$ cat config.mk
export PLATFORM = sky130hd
export DESIGN_NAME = sort_and_dedup_bytes
export DESIGN_NICKNAME = d
export VERILOG_FILES = /design/src/rtl/sadb_pkg.sv /design/src/rtl/sadb_cell.sv /design/src/rtl/sort_and_dedup_bytes.sv
export SDC_FILE = /design/constraint.sdc
export NUM_CORES = 1
export LEC_CHECK = 0
export BUFFER_PORTS_ARGS = -buffer_cell sky130_fd_sc_hd__buf_2
export CAP_MARGIN = 5
export CORE_MARGIN = 3
export CORE_UTILIZATION = 45
export DETAILED_ROUTE_END_ITERATION = 10
export GPL_TIMING_DRIVEN = 0
export PLACE_DENSITY = 0.65
export SLEW_MARGIN = 20
export SYNTH_ARGS = -nofsm -noshare
export SYNTH_HDL_FRONTEND = slang
export SYNTH_SLANG_ARGS = --single-unit
$ cat constraint.sdc
create_clock -name clk -period 7.7 [get_ports clk]
set_input_delay 0 -clock clk [delete_from_list [all_inputs] [get_ports clk]]
set_output_delay 0 -clock clk [all_outputs]
set_load 0.01 [all_outputs]
$ cat src/rtl/sadb_pkg.sv
// sadb_pkg: shared types for the sorted distinct byte set
// holds the controller state type and the structs passed along the cell row
// no dependencies

package sadb_pkg;

	localparam int unsigned ByteW = 8;

	typedef logic [ByteW-1:0] byte_t;

	typedef enum logic [0:0] {
		ST_COLLECT,
		ST_DRAIN
	} sadb_state_t;

	// broadcast from the controller to every cell
	typedef struct packed {
		logic  insert;
		logic  shift;
		byte_t value;
	} cell_ctrl_t;

	// what a cell shows its neighbours
	typedef struct packed {
		logic  valid;
		logic  gt;
		byte_t value;
	} cell_link_t;

endpackage

$ cat src/rtl/sadb_cell.sv
// sadb_cell: one slot of the ascending insertion chain
// depends on sadb_pkg for the control and neighbour link structs

module sadb_cell
	import sadb_pkg::*;
(
	input  logic       clk,
	input  logic       arst_n,
	input  cell_ctrl_t ctrl,
	input  cell_link_t prev,
	input  cell_link_t next,
	output cell_link_t self,
	output logic       hit
);

	byte_t held_q;
	logic  valid_q;
	logic  gt;

	// empty slots count as greater so a new byte lands after the last held one
	assign gt   = !valid_q || (held_q > ctrl.value);
	assign hit  = valid_q && (held_q == ctrl.value);
	assign self = '{valid: valid_q, gt: gt, value: held_q};

	always_ff @(posedge clk or negedge arst_n) begin
		if (!arst_n) begin
			valid_q <= 1'b0;
		end else if (ctrl.shift) begin
			valid_q <= next.valid;
		end else if (ctrl.insert) begin
			valid_q <= valid_q | (gt & prev.valid);
		end
	end

	always_ff @(posedge clk) begin
		if (ctrl.shift) begin
			held_q <= next.value;
		end else if (ctrl.insert && gt) begin
			// first greater slot takes the new byte, later ones move up by one
			held_q <= prev.gt ? prev.value : ctrl.value;
		end
	end

endmodule

$ cat src/rtl/sort_and_dedup_bytes.sv
// sort_and_dedup_bytes: top level of the sorted distinct byte set
// depends on sadb_pkg and sadb_cell
//
// channel | dir | handshake               | contents
// --------+-----+-------------------------+---------------------------------------
// s_axis  | in  | s_axis_tvalid/tready    | tdata char_value, tlast end_of_set
// m_axis  | out | m_axis_tvalid/tready    | tdata sorted_char, tlast last_char,
//         |     |                         | tuser overflow_flag
//
// one input word is taken per cycle while collecting; the new byte is placed
// into the cell row in the same cycle it is accepted
// after the word marked tlast the row drains one held byte per cycle to m_axis,
// paced by m_axis_tready
// s_axis_tready is low for the whole drain
// reset clears the valid bits of all cells, the overflow bit and the controller
// a stall on m_axis simply holds the row; the front cell is the output register

module sort_and_dedup_bytes
	import sadb_pkg::*;
#(
	parameter int unsigned ITEMS = 8
) (
	input  logic       clk,
	input  logic       arst_n,
	input  logic       s_axis_tvalid,
	output logic       s_axis_tready,
	input  logic [7:0] s_axis_tdata,  // [7:0] char_value
	input  logic       s_axis_tlast,  // end_of_set
	output logic       m_axis_tvalid,
	input  logic       m_axis_tready,
	output logic [7:0] m_axis_tdata,  // [7:0] sorted_char
	output logic       m_axis_tlast,  // last_char
	output logic       m_axis_tuser   // [0] overflow_flag
);

	sadb_state_t state_q, state_d;
	logic        overflow_q;
	cell_ctrl_t  ctrl;
	cell_link_t  links [ITEMS];
	logic [ITEMS-1:0] hits;
	logic        in_acc;
	logic        out_acc;
	logic        dup;
	logic        full;
	logic        drain_last;

	assign in_acc     = s_axis_tvalid && s_axis_tready;
	assign out_acc    = m_axis_tvalid && m_axis_tready;
	assign dup        = |hits;
	// row fills from the front, so the back cell being valid means full
	assign full       = links[ITEMS-1].valid;
	// ascending order: when the second cell is empty the front one is the last byte
	assign drain_last = !links[1].valid;

	assign ctrl.value  = s_axis_tdata;
	assign ctrl.insert = in_acc && !dup && !full;
	assign ctrl.shift  = out_acc;

	// cell row, lowest byte at the front
	for (genvar i = 0; i < ITEMS; i++) begin : g_cell
		cell_link_t prev_link;
		cell_link_t next_link;

		if (i == 0) begin : g_head
			assign prev_link = '{valid: 1'b1, gt: 1'b0, value: '0};
		end else begin : g_prev
			assign prev_link = links[i-1];
		end

		if (i == ITEMS - 1) begin : g_tail
			assign next_link = '{valid: 1'b0, gt: 1'b1, value: '0};
		end else begin : g_next
			assign next_link = links[i+1];
		end

		sadb_cell u_cell (
			.clk    (clk),
			.arst_n (arst_n),
			.ctrl   (ctrl),
			.prev   (prev_link),
			.next   (next_link),
			.self   (links[i]),
			.hit    (hits[i])
		);
	end

	// controller
	always_ff @(posedge clk or negedge arst_n) begin
		if (!arst_n) begin
			state_q <= ST_COLLECT;
		end else begin
			state_q <= state_d;
		end
	end

	always_comb begin
		state_d       = state_q;
		s_axis_tready = 1'b0;
		m_axis_tvalid = 1'b0;
		case (state_q)
			ST_COLLECT: begin
				s_axis_tready = 1'b1;
				if (in_acc && s_axis_tlast) begin
					state_d = ST_DRAIN;
				end
			end
			ST_DRAIN: begin
				m_axis_tvalid = 1'b1;
				if (out_acc && drain_last) begin
					state_d = ST_COLLECT;
				end
			end
			default: begin
				state_d = ST_COLLECT;
			end
		endcase
	end

	// sticky overflow, reported on every word of the set and cleared after the last
	always_ff @(posedge clk or negedge arst_n) begin
		if (!arst_n) begin
			overflow_q <= 1'b0;
		end else if (out_acc && drain_last) begin
			overflow_q <= 1'b0;
		end else if (in_acc && !dup && full) begin
			overflow_q <= 1'b1;
		end
	end

	assign m_axis_tdata = links[0].value;
	assign m_axis_tlast = drain_last;
	assign m_axis_tuser = overflow_q;

	// checks
	a_no_overlap: assert property (@(posedge clk) disable iff (!arst_n)
		!(s_axis_tready && m_axis_tvalid))
		else $error("input and output open together");

	a_ascending: assert property (@(posedge clk) disable iff (!arst_n)
		(out_acc && !m_axis_tlast) |=> (m_axis_tvalid && (m_axis_tdata > $past(m_axis_tdata))))
		else $error("drained words not strictly ascending");

	a_drain_start: assert property (@(posedge clk) disable iff (!arst_n)
		(in_acc && s_axis_tlast) |=> m_axis_tvalid)
		else $error("no output after end of set");

	a_back_to_collect: assert property (@(posedge clk) disable iff (!arst_n)
		(out_acc && m_axis_tlast) |=> (s_axis_tready && !overflow_q))
		else $error("not ready for a new set after the last word");

	a_front_valid: assert property (@(posedge clk) disable iff (!arst_n)
		m_axis_tvalid |-> links[0].valid)
		else $error("draining an empty row");

endmodule

* Word level (Yosys, flattened, before mapping)
Cells that the tools add are included.
Widths: inputs -> output; s select.
** Word-level totals
- Input port bits :: 13
- Logic and storage cells :: 144
- Register bits :: 74
- Output and inout bits :: 12
** Cells by class
- Reduce and logical (&&, ||, !) cells :: 50
- Magnitude comparators :: 8
- Bitwise logic cells :: 16
- Eq/ne operators :: 8
- Muxes and demuxes :: 44
** Operators by type and width (count)
- $mux 8 :: 21
- $eq 8x8->1 :: 8
- $gt 8x8->1 :: 8
- $logic_and 1x1->1 :: 23
- $mux 1 :: 22
- $reduce_bool 2->1 :: 9
- $logic_not 1->1 :: 9
- $logic_or 1x1->1 :: 8
- $or 1x1->1 :: 8
- $reduce_or 8->1 :: 1
- $and 1x1->1 :: 7
- $pmux 1 s2 :: 1
- $not 1->1 :: 1

* Logic depth before layout (Yosys ltp)
- Word-level depth :: 9
- Depth in mapped cells :: 10
- Gate-level depth less buffers :: 8

* Hierarchy
From an unflattened synthesis, not the netlist that was laid out.
** Second synthesis, totals
- Cell total of the unflattened synthesis :: 632
- Area total of the unflattened synthesis :: 5736.8 um^2
** Modules (own cells, without submodules)
- sadb_cell :: cells each 77, sequential area each 265.3 um^2, area each 699.4 um^2, times used 8
- sort_and_dedup_bytes :: cells each 16, sequential area each 50.0 um^2, area each 141.4 um^2, times used 1

* Least setup slack after synthesis
No wires, ideal clock.
- Kind :: input-to-reg
- From :: input port s_axis_tdata[7]
- To :: register g_cell[0].u_cell.held_q[0] (enable)
- Cell stages on the path :: 10
- Slack :: 4.975 ns
- Arrival :: 2.341 ns
- Library setup time :: 0.384 ns
- Cell sequence :: clkbuf_1 inv_1 ha_1 and4_1 nand4_1 nand4b_1 nor4_4 nand2_1 buf_2 o21ai_0
** On the way
- Word-level cells in the longest chain between the ends :: 8
- Elaborated cells on any way between the ends :: 24
** RTL lines
- start, declared :: RTL line sort_and_dedup_bytes.sv:27 : input logic [7:0] s_axis_tdata,
- $eq 8x8->1 :: RTL line sadb_cell.sv:22 : assign hit = valid_q && (held_q == ctrl.value);
- $logic_and 1x1->1 :: RTL line sadb_cell.sv:22
- $reduce_or 8->1 :: RTL line sort_and_dedup_bytes.sv:49 : assign dup = |hits;
- $logic_not 1->1 :: RTL line sort_and_dedup_bytes.sv:56 : assign ctrl.insert = in_acc && !dup && !full;
- $logic_and 1x1->1 (2 in series) :: RTL line sort_and_dedup_bytes.sv:56
- $logic_and 1x1->1 * :: RTL line sadb_cell.sv:38 : end else if (ctrl.insert && gt) begin
- $reduce_bool 2->1 (no source line) *
- end signal, assigned :: RTL line sadb_cell.sv:37 : held_q <= next.value;
- end signal, assigned :: RTL line sadb_cell.sv:40 : held_q <= prev.gt ? prev.value : ctrl.value;
- end, declared :: RTL line sadb_cell.sv:16 : byte_t held_q;
Mark *: on every way between the ends. The rest lies on a longest branch, timed or not.
A chain may end at the register's enable or synchronous reset.

* Worst setup path in the final report
- From :: input port s_axis_tdata[7]
- To :: register g_cell[2].u_cell.held_q[6] (enable)
** On the way
- Word-level cells in the longest chain between the ends :: 8
- Elaborated cells on any way between the ends :: 24
** RTL lines (RTL line)
- $eq 8x8->1 :: sadb_cell.sv:22
- $logic_and 1x1->1 :: sadb_cell.sv:22
- $reduce_or 8->1 :: sort_and_dedup_bytes.sv:49
- $logic_not 1->1 :: sort_and_dedup_bytes.sv:56
- $logic_and 1x1->1 (2 in series) :: sort_and_dedup_bytes.sv:56
- $logic_and 1x1->1 * :: sadb_cell.sv:38
- $reduce_bool 2->1 (no source line) *
- end signal, assigned :: sadb_cell.sv:37
- end signal, assigned :: sadb_cell.sv:40
- end, declared :: sadb_cell.sv:16
Marked as above.

==> impl_metrics.env <==
export IMPL_outcome="finished clean"
export IMPL_crit_type="input pin to flip-flop"
export IMPL_vias_per_cell=6.091
export IMPL_post_cts_setup_buffer_count=0
export IMPL_cp_num_cells=10
export IMPL_drive_above_1_share=0.09926
export IMPL_ir_worst_vdd_v=0.0001599
export IMPL_clk_pin_slew_ns=0.06
export IMPL_syn_area_sq_um=5070
export IMPL_rrSetupSlack_ns=4.63
export IMPL_max_slew_margin=0.4538
export IMPL_cts_root_buf="clkbuf_16"
export IMPL_post_route_min_period_ns=3.272
export IMPL_slew_viol_final=0
export IMPL_grt_max_degree=13
export IMPL_crit_buf_inv=3
export IMPL_antennaDiodeCount=0
export IMPL_ys_seq_elements=74
export IMPL_hold_violations=0
export IMPL_ctsHoldBuffers=3
export IMPL_cp_slowest_cell="o21ai_1"
export IMPL_critPathRequiredTime_ns=7.67
export IMPL_crit_chain="clkbuf_1 -> inv_1 -> ha_1 -> and4_1 -> nand4_1 -> nand4b_1 -> nor4_4 -> nand2_1 -> buf_2 -> o21ai_1"
export IMPL_syn_nets=577
export IMPL_cp_arrival_ns=3.24
export IMPL_worstMarginPinSlew_ns=0.8139
export IMPL_cts_resized_gates=0
export IMPL_drt_iter0_markers=509
export IMPL_endpoint_kind="flip-flop"
export IMPL_rsz0062_at_grt="no"
export IMPL_clk_path_buf_depth=2
export IMPL_multi_input_area_sq_um=2733
export IMPL_yosysWarnings=0
export IMPL_cp_startpoint="s_axis_tdata[7]"
export IMPL_die_h_um=112.1
export IMPL_vias=4166
export IMPL_ioPinCount=25
export IMPL_place_gp_congestion=0.8841
export IMPL_syn_inst=508
export IMPL_place_ws_ns=3.786
export IMPL_crit_fanout=10
export IMPL_cts_made_buffers=9
export IMPL_power_w=0.002471
export IMPL_die_w_um=112.1
export IMPL_antenna_found_initial=0
export IMPL_grtUsageTotal=0.2440
export IMPL_finish_utilization=0.5189
export IMPL_cpPeakStageDelay_ns=0.66
export IMPL_skew_ns=0.008752
export IMPL_tns_ns=0
export IMPL_synth_distinct_cells=42
export IMPL_area_delta_synth_final_pct=11.92
export IMPL_dp_hpwl_mm=10.88
export IMPL_dr_pass1_iters=5
export IMPL_r2r_end="g_cell[2].u_cell.held_q[6]"
export IMPL_crit_end="g_cell[2].u_cell.held_q[6]"
export IMPL_cp_top_family="buffers and inverters"
export IMPL_port_buffers=17
export IMPL_first_global_vias=4074
export IMPL_ys_seq_area_frac=0.4126
export IMPL_ff2ff_path_depth=8
export IMPL_dieArea_sq_um=12580
export IMPL_clk_insertion_delay_late_ns=0.35
export IMPL_grt_pass1_wl_mm=23.23
export IMPL_start_util=0.4636
export IMPL_ant_nets=0
export IMPL_overflow=0
export IMPL_max_freq_ghz=0.3057
export IMPL_startpoint_type="input pin"
export IMPL_p_leak_nw=2.443
export IMPL_r2r_start="g_cell[6].u_cell.held_q[7]"
export IMPL_routed_wl_mm=15.13
export IMPL_synth_area_per_cell_sq_um=9.980
export IMPL_period_share=0.4249
export IMPL_hold_class="input pin to asynchronous set/reset pin"
export IMPL_clock_sinks=74
export IMPL_power_density_nw_per_um2=435.6
export IMPL_nets=608
export IMPL_drt_wirelength_per_cell_um=22.12
export IMPL_route_detailed_drc=0
export IMPL_final_setup_worst_slack_ns=4.428
export IMPL_cts_max_level=3
export IMPL_fillers=1012
export IMPL_cts_tree="done"
export IMPL_core_area_sq_um=10940
export IMPL_row_count=38
export IMPL_maxCapViolCount=0
export IMPL_regArea_sq_um=2092
export IMPL_setup_violations_final=0
-- registers in the layout, summed over array words and instances, names as in the netlist --
signal                 flops
g_cell.u_cell.held_q      64
g_cell.u_cell.valid_q      8
m_axis_tuser               1
state_q                    1
-- placed cells by master, fill, tap and decap left out, drive strengths merged, types with 2 or more instances in the layout --
master / n
nand2: 81
o21ai: 75
mux2i: 68
ha: 56
edfxtp: 56
buf: 34
inv: 25
clkbuf: 25
a21oi: 24
nand4: 10
dfrtp: 10
nor2b: 9
xor2: 8
dfxtp: 8
nand3: 7
o211ai: 6
nor2: 6
o21bai: 5
or3: 5
nor3: 3
dlygate4sd3: 3
nor4: 3
a21o: 2
and3: 2
clkinv: 2
-- cell usage after synthesis, drive strengths merged --
library cell	number	share of area
a211oi	1	0.0015
a21boi	1	0.0015
a21o	2	0.0030
a21oi	24	0.024
a311oi	1	0.0017
and2	1	0.0012
and3	2	0.0025
and4	1	0.0017
buf	17	0.021
clkbuf	13	0.0096
dfrtp	10	0.049
dfxtp	8	0.032
edfxtp	56	0.33
ha	56	0.14
inv	24	0.018
mux2i	68	0.13
nand2	81	0.060
nand3	7	0.0069
nand3b	1	0.0015
nand4	10	0.012
nand4b	1	0.0017
nor2	6	0.0044
nor2b	9	0.011
nor3	3	0.0030
nor4	3	0.0067
o2111ai	1	0.0017
o211ai	6	0.0089
o21a	1	0.0015
o21ai	75	0.080
o21bai	5	0.0074
o41ai	1	0.0017
or3	5	0.0072
xor2	8	0.014
-- worst min path at each step --
stage / to / slack [ns] / depth (start not counted) / start
after CTS: m_axis_tuser / 0.04 / 2 / arst_n
after global placement: m_axis_tuser / -0.13 / 1 / arst_n
after global routing: g_cell[1].u_cell.valid_q / 0.06 / 2 / arst_n
final: g_cell[7].u_cell.valid_q / 0.05 / 2 / arst_n
after detailed placement: m_axis_tuser / -0.13 / 1 / arst_n
after floorplan: g_cell[0].u_cell.valid_q / -0.30 / 0 / arst_n
-- cells by family after synthesis --
group,count (synthesis),share of synthesized area
compound gates,118,0.1325
xor+xnor,8,0.01382
fa+ha+maj,56,0.1382
buf+inv,54,0.04837
flops,74,0.4126
mux,68,0.1343
simple gates,130,0.1202
-- stage by stage --
| stage | hold slack (ns) | instance area [sq um] | cells |
|---|---|---|---|
| after floorplan | -0.2956 | 5070 | 508 |
| after global placement | -0.1311 | 5330 | 665 |
| after detailed placement | -0.1273 | 5330 | 665 |
| after CTS | 0.03926 | 5674 | 684 |
| after global routing | 0.05705 | 5674 | 684 |
| final | 0.04588 | 5674 | 684 |
-- per-layer routing --
| metal | global-route usage | up-vias | routed length, um |
|---|---|---|---|
| met4 | 0.1314 | 0 | 708 |
| met2 | 0.3560 | 209 | 6413 |
| li1 | - | 1917 | - |
| met5 | 0 | - | 0 |
| met3 | 0.04367 | 39 | 1236 |
| met1 | 0.3443 | 2001 | 6769 |
-- final cells by class --
cell class | count | share of cell area
multi-input cells | 380 | 0.4816
flip-flops and latches | 74 | 0.3687
clock buffers | 12 | 0.04719
well taps | 140 | 0.03087
plain buffers | 30 | 0.02734
repair buffers | 20 | 0.02029
inverters | 24 | 0.01588
clock inverters | 4 | 0.008159
-- report_power, final --
part	total [W]	switching (W)	leakage (nW)	internal (W)
Clock	0.000451	0.000172	0.158	0.000279
Combinational	0.00109	0.000636	1.55	0.000449
Sequential	0.000935	0.000212	0.734	0.000724
Power figures use the tool's default switching activity.
